## config.mk

```make
export PLATFORM = sky130hd
export DESIGN_NAME = smr_arith
export DESIGN_NICKNAME = d
export VERILOG_FILES = /design/src/design/smr_pkg.sv /design/src/design/smr_arith.sv
export SDC_FILE = /design/constraint.sdc
export NUM_CORES = 2
export LEC_CHECK = 0
export ABC_AREA = 1
export BUFFER_PORTS_ARGS = -buffer_cell sky130_fd_sc_hd__buf_4
export CORE_ASPECT_RATIO = 0.75
export CORE_UTILIZATION = 35
export DETAILED_ROUTE_END_ITERATION = 8
export GPL_TIMING_DRIVEN = 0
export HOLD_SLACK_MARGIN = 0.08
export PLACE_DENSITY = 0.51
export SLEW_MARGIN = 10
export SYNTH_ARGS = -nofsm -noshare
export SYNTH_HDL_FRONTEND = slang
export SYNTH_SLANG_ARGS = --single-unit
```

## constraint.sdc

```tcl
create_clock -name clk -period 12.05 [get_ports clk]
set_clock_uncertainty 0.2 [all_clocks]
set_input_delay 2.41 -clock clk [delete_from_list [all_inputs] [get_ports clk]]
set_output_delay 2.41 -clock clk [all_outputs]
set_load 0.02 [all_outputs]
```

## src/design/smr_pkg.sv

```systemverilog
// smr_pkg: shared types, constants and helpers for the seir metapopulation rhs block
// depends on nothing; used by every module of the block
package smr_pkg;

    localparam int VAL_W         = 48;
    localparam int FLOW_W        = 32;
    localparam int CFG_W         = 20;
    localparam int IDX_W         = 3;
    localparam int OPW           = 64;
    localparam int PROD_W        = 61;
    localparam int SUM_W         = 56;
    localparam int OUT_W         = 48;
    localparam int TMP_N         = 17;
    localparam int STEP_W        = 5;
    localparam int FRAC_BITS_DEF = 16;

    localparam logic [PROD_W-1:0] PROD_CAP = {1'b1, {(PROD_W-1){1'b0}}};

    // register indexes of the configuration port
    typedef enum logic [IDX_W-1:0] {
        REG_BETA  = 3'd0,
        REG_MU    = 3'd1,
        REG_ALPHA = 3'd2,
        REG_INV_Z = 3'd3,
        REG_INV_D = 3'd4,
        REG_THETA = 3'd5
    } reg_idx_t;

    typedef enum logic {
        MODE_REGION   = 1'b0,
        MODE_NEIGHBOR = 1'b1
    } mode_t;

    typedef enum logic [1:0] {
        SH_NONE = 2'd0,
        SH_FRAC = 2'd1,
        SH_WORD = 2'd2
    } shift_t;

    typedef enum logic {
        OP_MUL = 1'b0,
        OP_DIV = 1'b1
    } op_t;

    typedef enum logic [2:0] {
        AR_IDLE,
        AR_MUL,
        AR_NORM,
        AR_DIV,
        AR_CAP
    } ar_state_t;

    typedef enum logic [2:0] {
        BK_IDLE,
        BK_ISSUE,
        BK_WAIT,
        BK_FINISH,
        BK_EMIT
    } bk_state_t;

    typedef struct packed {
        logic              mode;
        logic [VAL_W-1:0]  susceptible;
        logic [VAL_W-1:0]  exposed;
        logic [VAL_W-1:0]  documented;
        logic [VAL_W-1:0]  undocumented;
        logic [VAL_W-1:0]  population;
        logic [VAL_W-1:0]  ext_commuters;
        logic [FLOW_W-1:0] flow_in;
        logic [FLOW_W-1:0] flow_out;
        logic              last_of_region;
    } in_word_t;

    typedef struct packed {
        logic signed [OUT_W-1:0] rate_susceptible;
        logic signed [OUT_W-1:0] rate_exposed;
        logic signed [OUT_W-1:0] rate_documented;
        logic signed [OUT_W-1:0] rate_undocumented;
        logic signed [OUT_W-1:0] rate_population;
        logic                    divide_fault;
    } out_word_t;

    // classified word handed from front to back
    typedef struct packed {
        in_word_t          item;
        logic [VAL_W-1:0]  exch_base;
        logic [VAL_W:0]    inf_sum;
        logic [FLOW_W-1:0] flow_mag;
        logic              flow_neg;
    } cmd_t;

    typedef struct packed {
        logic [19:0] beta;
        logic [16:0] mu;
        logic [16:0] alpha;
        logic [16:0] inv_z;
        logic [16:0] inv_d;
        logic [19:0] theta;
    } cfg_t;

    typedef struct packed {
        logic           start;
        op_t            op;
        shift_t         sh;
        logic [OPW-1:0] a;
        logic [OPW-1:0] b;
    } arith_req_t;

    typedef struct packed {
        logic              done;
        logic              zero_div;
        logic [PROD_W-1:0] result;
    } arith_rsp_t;

    function automatic logic signed [63:0] to_s64(input logic [PROD_W-1:0] x);
        return $signed({{(64-PROD_W){1'b0}}, x});
    endfunction

    // clamp to a signed range of the given width
    function automatic logic signed [63:0] sat_bits(input logic signed [63:0] v,
                                                     input int unsigned bits);
        logic signed [63:0] hi;
        logic signed [63:0] lo;
        hi = (64'sd1 <<< (bits - 1)) - 64'sd1;
        lo = -hi - 64'sd1;
        if (v > hi) return hi;
        if (v < lo) return lo;
        return v;
    endfunction

endpackage

```

## src/design/smr_arith.sv

```systemverilog
// smr_arith: shared multi-cycle multiplier (32x32 partial products) and reciprocal divider
// depends on smr_pkg
module smr_arith
    import smr_pkg::*;
#(
    parameter int FRAC_BITS = FRAC_BITS_DEF
)
(
    input  logic       clk,
    input  logic       rst_n,
    input  arith_req_t req,
    output arith_rsp_t rsp
);

    localparam int NW = FRAC_BITS + 33;
    localparam int CW = $clog2(NW + 1);

    ar_state_t         state_reg, state_next;
    logic [OPW-1:0]    a_reg, a_next;
    logic [OPW-1:0]    b_reg, b_next;
    shift_t            sh_reg, sh_next;
    logic [127:0]      acc_reg, acc_next;
    logic [CW-1:0]     cnt_reg, cnt_next;
    logic [VAL_W-1:0]  rem_reg, rem_next;
    logic [NW-1:0]     quo_reg, quo_next;
    logic [PROD_W-1:0] res_reg, res_next;
    logic              done_reg, done_next;
    logic              zero_reg, zero_next;

    logic [31:0]  a_half, b_half;
    logic [63:0]  pp;
    logic [127:0] pp_sh;
    logic [127:0] shifted;
    logic [VAL_W:0] trial;
    logic [63:0]  quo_ext;

    // partial product of the current halves
    always_comb
    begin
        a_half = cnt_reg[0] ? a_reg[63:32] : a_reg[31:0];
        b_half = cnt_reg[1] ? b_reg[63:32] : b_reg[31:0];
        pp     = 64'(a_half) * 64'(b_half);
        case (cnt_reg[1:0])
            2'd0:    pp_sh = {64'b0, pp};
            2'd3:    pp_sh = {pp, 64'b0};
            default: pp_sh = {32'b0, pp, 32'b0};
        endcase
    end

    // normalizing shift of the full product
    always_comb
    begin
        case (sh_reg)
            SH_FRAC: shifted = acc_reg >> FRAC_BITS;
            SH_WORD: shifted = acc_reg >> 32;
            default: shifted = acc_reg;
        endcase
    end

    // one quotient bit a cycle; the dividend is a single one bit at the top
    assign trial   = {rem_reg, (cnt_reg == CW'(0))};
    assign quo_ext = 64'(quo_reg);

    // next state
    always_comb
    begin
        state_next = state_reg;
        unique case (state_reg)
            AR_IDLE:
            begin
                if (req.start)
                begin
                    if (req.op == OP_MUL)
                    begin
                        state_next = AR_MUL;
                    end
                    else if (req.b[VAL_W-1:0] != '0)
                    begin
                        state_next = AR_DIV;
                    end
                end
            end
            AR_MUL:
            begin
                if (cnt_reg[1:0] == 2'd3)
                begin
                    state_next = AR_NORM;
                end
            end
            AR_NORM: state_next = AR_IDLE;
            AR_DIV:
            begin
                if (cnt_reg == CW'(NW - 1))
                begin
                    state_next = AR_CAP;
                end
            end
            AR_CAP:  state_next = AR_IDLE;
            default: state_next = AR_IDLE;
        endcase
    end

    // datapath
    always_comb
    begin
        a_next    = a_reg;
        b_next    = b_reg;
        sh_next   = sh_reg;
        acc_next  = acc_reg;
        cnt_next  = cnt_reg;
        rem_next  = rem_reg;
        quo_next  = quo_reg;
        res_next  = res_reg;
        done_next = 1'b0;
        zero_next = zero_reg;
        unique case (state_reg)
            AR_IDLE:
            begin
                if (req.start)
                begin
                    a_next    = req.a;
                    b_next    = req.b;
                    sh_next   = req.sh;
                    acc_next  = '0;
                    cnt_next  = '0;
                    rem_next  = '0;
                    quo_next  = '0;
                    zero_next = 1'b0;
                    if (req.op == OP_DIV && req.b[VAL_W-1:0] == '0)
                    begin
                        res_next  = '0;
                        zero_next = 1'b1;
                        done_next = 1'b1;
                    end
                end
            end
            AR_MUL:
            begin
                acc_next = acc_reg + pp_sh;
                cnt_next = cnt_reg + CW'(1);
            end
            AR_NORM:
            begin
                if ((|shifted[127:PROD_W]) || (shifted[PROD_W-1] && (|shifted[PROD_W-2:0])))
                begin
                    res_next = PROD_CAP;
                end
                else
                begin
                    res_next = shifted[PROD_W-1:0];
                end
                done_next = 1'b1;
            end
            AR_DIV:
            begin
                if (trial >= {1'b0, b_reg[VAL_W-1:0]})
                begin
                    rem_next = VAL_W'(trial - {1'b0, b_reg[VAL_W-1:0]});
                    quo_next = {quo_reg[NW-2:0], 1'b1};
                end
                else
                begin
                    rem_next = trial[VAL_W-1:0];
                    quo_next = {quo_reg[NW-2:0], 1'b0};
                end
                cnt_next = cnt_reg + CW'(1);
            end
            AR_CAP:
            begin
                if (quo_ext > 64'hFFFF_FFFF_FFFF)
                begin
                    res_next = PROD_W'(64'hFFFF_FFFF_FFFF);
                end
                else
                begin
                    res_next = quo_ext[PROD_W-1:0];
                end
                done_next = 1'b1;
            end
            default: ;
        endcase
    end

    always_ff @(posedge clk or negedge rst_n)
    begin
        if (!rst_n)
        begin
            state_reg <= AR_IDLE;
            cnt_reg   <= '0;
            done_reg  <= 1'b0;
        end
        else
        begin
            state_reg <= state_next;
            cnt_reg   <= cnt_next;
            done_reg  <= done_next;
        end
    end

    always_ff @(posedge clk)
    begin
        a_reg    <= a_next;
        b_reg    <= b_next;
        sh_reg   <= sh_next;
        acc_reg  <= acc_next;
        rem_reg  <= rem_next;
        quo_reg  <= quo_next;
        res_reg  <= res_next;
        zero_reg <= zero_next;
    end

    assign rsp.done     = done_reg;
    assign rsp.zero_div = zero_reg;
    assign rsp.result   = res_reg;

endmodule

```

# --- Yosys cells after proc, flatten, opt, wreduce, memory -nomap -nowiden ---
# Cells that the tools add are included.
classes:
  addsub: 3
  multipliers: 1
  order_cmp: 2
  eq_ne: 13
  n_mux: 28
  n_reduce_logical: 22
op_table:
  columns: ["op", "n"]
  rows:
  - ["128-bit one-hot mux with 2 select lines", 3]
  - ["61-bit 2-to-1 mux", 3]
  - ["61-bit one-hot mux with 3 select lines", 1]
  - ["128-bit adder", 1]
  - ["128-bit 2-to-1 mux", 1]
  - ["49-bit 2-to-1 mux", 2]
  - ["49-bit one-hot mux with 2 select lines", 1]
  - ["48-bit 2-to-1 mux", 2]
  - ["48-bit one-hot mux with 2 select lines", 1]
  - ["67-bit OR reduction", 1]
  - ["32-bit by 32-bit multiplier with 64-bit output", 1]
  - ["32-bit 2-to-1 mux", 2]
  - ["60-bit OR reduction", 1]
  - ["49-bit by 48-bit >= comparator with 1-bit output", 1]
  - ["49-bit by 48-bit > comparator with 1-bit output, second input constant", 1]
  - ["48-bit zero test", 1]
  - ["48-bit nonzero test", 1]
  - ["48-bit subtractor", 1]
  - ["3-bit 2-to-1 mux", 5]
  - ["6-bit one-hot mux with 2 select lines", 1]
  - ["3-bit one-hot mux with 3 select lines", 1]
  - ["2-bit inequality test, second input constant", 4]
  - ["2-bit AND reduction", 4]
  - ["6-bit by 1-bit adder with 6-bit output, second input constant", 1]
  - ["other kinds (20)", 28]
word_totals:
  reg_bits: 427
  inputBits: 134
  elab_cells: 80

# --- Logic depth before layout (Yosys ltp) ---
depth:
  depth_word: 7
  depth_mapped: 55

# --- Worst setup path after synthesis ---
# No wires, ideal clock.
synth_path:
  path_type: "input to register"
  start: "in req[131] (netlist bit)"
  end: "reg acc_reg[0] (enable)"
  arrival_time_ns: 11.909
  required_time_ns: 11.358
  path_slack_ns: -0.551
  path_stages: 4
  cell_sequence: "inv_1 > nor2_1 > inv_1 > nand2_1"
synth_between:
  elab_chain_cells: 2
synth_lines:
  columns: ["element", "line_no", "rtl"]
  rows:
  - ["start, declared", "smr_arith.sv:11", "input arith_req_t req,"]
  - ["2-bit inequality test (no source line)", null, null]
  - ["2-bit AND reduction (no source line)", null, null]
  - ["end signal, assigned", "smr_arith.sv:205", "acc_reg <= acc_next;"]
  - ["end, declared", "smr_arith.sv:22", "logic [127:0] acc_reg, acc_next;"]
# Every way passes these cells.
# A chain may end at the register's enable or synchronous reset.

# --- Worst setup path in the final report ---
layout_path:
  start: "reg cnt_reg[1]"
  end: "reg acc_reg[100] (data pin)"
layout_between:
  elab_chain_cells: 5
layout_lines:
  columns: ["element", "line_no", "rtl"]
  rows:
  - ["start, declared", "smr_arith.sv:23", "logic [CW-1:0] cnt_reg, cnt_next;"]
  - ["start signal, assigned", "smr_arith.sv:195", "cnt_reg <= cnt_next;"]
  - ["32-bit 2-to-1 mux", "smr_arith.sv:41", "b_half = cnt_reg[1] ? b_reg[63:32] : b_reg[31:0];"]
  - ["32-bit by 32-bit multiplier with 64-bit output", "smr_arith.sv:42", "pp = 64'(a_half) * 64'(b_half);"]
  - ["128-bit one-hot mux with 2 select lines (*)", "smr_arith.sv:43", "case (cnt_reg[1:0])"]
  - ["128-bit adder (*)", "smr_arith.sv:139", "acc_next = acc_reg + pp_sh;"]
  - ["128-bit one-hot mux with 2 select lines (*)", "smr_arith.sv:116", "unique case (state_reg)"]
# Mark *: on every way between the ends. The rest lies on a longest branch, timed or not.

==> flow_summary.ini <==
[detailed_routing]
drt-initial-drc-count = 6682
route.final.wire_length_mm = 310
firstDrtPassIters = 8
avgRoutedWirePerCell_um = 26.4
routed-via-count = 62705
total_drc_errors_in_the_routed_layout = 0
drt.antenna.violating_nets = 0
vias_per_cell = 5.34

[grt]
first_pass_grt_wire_length_mm = 440
global_route.overflow_total = 0
first_global_vias = 61044
maximum_number_of_pins_on_one_net_before_global_route_repair = 50
grt_antenna_before_repair = 9
grt.total_usage = 0.320

[sta]
grt_setup_unrepaired = yes
slew-limit-headroom = 0.101
fin_crit_ns = 11.86
drv_slew = 0
timing_hold_violations_final = 0
post-route-worst-setup-slack_ns = 0.188
final.period_utilization = 0.984
max_slew.worst_pin.slew_ns = 1.35
holdWs_ns = 0.307
finalSetupViolCount = 0
max_freq_ghz = 0.0843

[finish]
final_area_um2 = 75400
num-nets-final = 10665
area.growth.synth_to_final_pct = 13.4
ratio_of_cells_with_drive_above_1_in_the_final_layout = 0.0892
most-common-layout-cells = sky130_fd_sc_hd__inv_1, sky130_fd_sc_hd__nand2_1, sky130_fd_sc_hd__nor2_1
layout_commonest_cell = sky130_fd_sc_hd__inv_1
largest_register_ffs = 128

[worst_setup_path]
critical_path_arrival_ns = 12.15
crit_type = flip-flop to flip-flop
crit_top_cell = sky130_fd_sc_hd__fa_1
critical_path.startpoint_type = flip-flop
worstSetupEndpointType = flip-flop
max_stage_delay_ns = 0.72
critical_path.slowest_cell = sky130_fd_sc_hd__clkbuf_1
worstPathMaxFanout = 10
timing.critical_path.required_ns = 12.34

[die]
floorplan.die.height_um = 380
core_um2 = 189000
chipWidth_um = 505
start_util = 0.352
row_count = 138
floorplan.io_pins = 197
die_area_um2 = 192000

[placement]
preCtsSetupSlack_ns = -2.16
placed_cell_area_um2 = 71700
numPortBuffers = 196
routabilityCongestion = 1.01
dpl.hpwl_mm = 265

[synthesis]
synth.cell_area_um2 = 66500
postSynthRegisterBits = 427
dominant_synthesized_flop_cell = sky130_fd_sc_hd__edfxtp_1
synth_sequential_area_ratio = 0.192
synth-edff-count = 417
synth_cells = 8875
mappedNetlistNets = 10356
number_of_distinct_library_cells_after_synthesis = 51
syn_avg_cell_area_um2 = 7.49
asyncSetResetFlopFracSynth = 0.0234
yosysWarningCount = 0

[clocking]
cts_buffer_depth = 3
clock_tree.htree_level_count = 2
tritoncts = done
path_clk_slew_ns = 0.07
clock_tree.root_cell = sky130_fd_sc_hd__clkbuf_16
cts-buffers-inserted = 53
tritoncts_num_sinks = 427
insertion_delay_ns = 0.73

[outcome]
outcome = finished, final reports clean

[worst_hold_path]
min_delay_path_class = flip-flop to flip-flop

[job]
cap_viol_max_count = 0
-- cells by family after synthesis --
family / synth area share
flip-flops: 0.192
buffers and inverters: 0.116
XOR/XNOR: 0.0112
adder cells (fa/ha/maj): 0.355
AO/OA/AOI/OAI: 0.0951
AND/OR/NAND/NOR: 0.231
-- layer usage --
metal / up-vias / track usage / wire length, um
met5: - / 0 / 76
met1: 31098 / 0.469 / 141000
met3: 458 / 0.0741 / 30500
met4: 12 / 0.0975 / 11000
met2: 2954 / 0.462 / 127000
li1: 28183 / - / -
-- critical path, delay by kind of cell, from the launching register on --
kind | cells | cell delay (ns)
adders and majority gates | 10 | 4.99
AOI/OAI and AO/OA | 8 | 2.30
and+or+nand+nor | 13 | 1.76
buffers and inverters | 9 | 1.68
DFF | 1 | 0.52
xor gates and xnor gates | 1 | 0.13
-- area by class of cell --
cell class	count	area, um2
Antenna cell	2	5.00
Buffer	268	1640
Clock buffer	61	1380
Clock inverter	38	498
Fill cell	19856	113000
Inverter	1741	6590
Multi-Input combinational cell	6438	47100
Sequential cell	427	12800
Tap cell	2520	3150
Timing Repair Buffer	255	2220
-- Yosys cell counts, types with 2 or more instances --
master / number / area [um2]
sky130_fd_sc_hd__buf_12: 2 / 40.0
sky130_fd_sc_hd__dfrtp_1: 10 / 250
sky130_fd_sc_hd__nand3_2: 22 / 220
sky130_fd_sc_hd__xor2_1: 45 / 394
sky130_fd_sc_hd__nor3b_1: 5 / 37.5
sky130_fd_sc_hd__clkbuf_1: 226 / 848
sky130_fd_sc_hd__a21o_1: 26 / 195
sky130_fd_sc_hd__nand2_2: 2 / 12.5
sky130_fd_sc_hd__nor2_1: 1619 / 6080
sky130_fd_sc_hd__o211ai_1: 12 / 90.1
sky130_fd_sc_hd__o21ai_2: 5 / 43.8
sky130_fd_sc_hd__edfxtp_1: 417 / 12500
sky130_fd_sc_hd__nor4_1: 41 / 257
sky130_fd_sc_hd__a21boi_0: 14 / 105
sky130_fd_sc_hd__xnor2_1: 40 / 350
sky130_fd_sc_hd__ha_1: 449 / 5620
sky130_fd_sc_hd__o2111ai_1: 2 / 17.5
sky130_fd_sc_hd__buf_6: 10 / 113
sky130_fd_sc_hd__a31oi_1: 19 / 119
sky130_fd_sc_hd__nand2_1: 1639 / 6150
sky130_fd_sc_hd__and2_1: 3 / 18.8
sky130_fd_sc_hd__nand3b_1: 8 / 60.1
sky130_fd_sc_hd__clkinv_1: 32 / 120
sky130_fd_sc_hd__o21ai_1: 89 / 445
sky130_fd_sc_hd__a21oi_1: 509 / 2550
sky130_fd_sc_hd__or2_2: 52 / 325
sky130_fd_sc_hd__inv_2: 7 / 26.3
sky130_fd_sc_hd__and3_1: 6 / 37.5
sky130_fd_sc_hd__or4_1: 5 / 37.5
sky130_fd_sc_hd__o21a_1: 19 / 143
sky130_fd_sc_hd__inv_1: 1702 / 6390
sky130_fd_sc_hd__nand4_1: 53 / 332
sky130_fd_sc_hd__o22ai_1: 25 / 156
sky130_fd_sc_hd__nor3_1: 78 / 390
sky130_fd_sc_hd__nand3_1: 270 / 1350
sky130_fd_sc_hd__buf_4: 4 / 30.0
sky130_fd_sc_hd__buf_2: 19 / 95.1
sky130_fd_sc_hd__o21ai_0: 443 / 2220
sky130_fd_sc_hd__buf_1: 8 / 30.0
sky130_fd_sc_hd__fa_1: 898 / 18000
sky130_fd_sc_hd__o21bai_1: 30 / 225
-- final timing paths --
| kind | startpoint | end | slack, ns | depth (start not counted) |
|---|---|---|---|---|
| worst max-delay path | cnt_reg[1]$_DFFE_PN0P_ | acc_reg[100]$_SDFFCE_PN0P_ | 0.19 | 41 |
| worst min-delay path | cnt_reg[5]$_DFFE_PN0P_ | cnt_reg[5]$_DFFE_PN0P_ | 0.31 | 1 |
| worst max register to register | cnt_reg[1]$_DFFE_PN0P_ | acc_reg[100]$_SDFFCE_PN0P_ | 0.19 | 41 |
| worst min register to register | cnt_reg[5]$_DFFE_PN0P_ | cnt_reg[5]$_DFFE_PN0P_ | 0.31 | 1 |
| max in group asynchronous | rst_n | cnt_reg[0]$_DFFE_PN0P_ | 10.16 | 1 |
| min in group asynchronous | rst_n | cnt_reg[2]$_DFFE_PN0P_ | 1.32 | 1 |
-- what timing repair did --
item                       4_1_cts  5_1_grt
setup endpoints to repair      108       95
resized for setup              253      355
pin swaps                        1       11
hold buffers                     0        0
buffers inserted                11       25
-- through the flow --
stage	TNS [ns]	util	instances
global placement	-738.32	0.377	11591
detailed placement	-168.41	0.380	11614
floorplan	0	-	8875
global route	-0.323	0.399	11748
finish	0	0.400	11750
CTS	-0.00895	0.394	11724
Power is not shown: default switching activity piles up to over one toggle a cycle in this logic, so the estimate is an artifact.
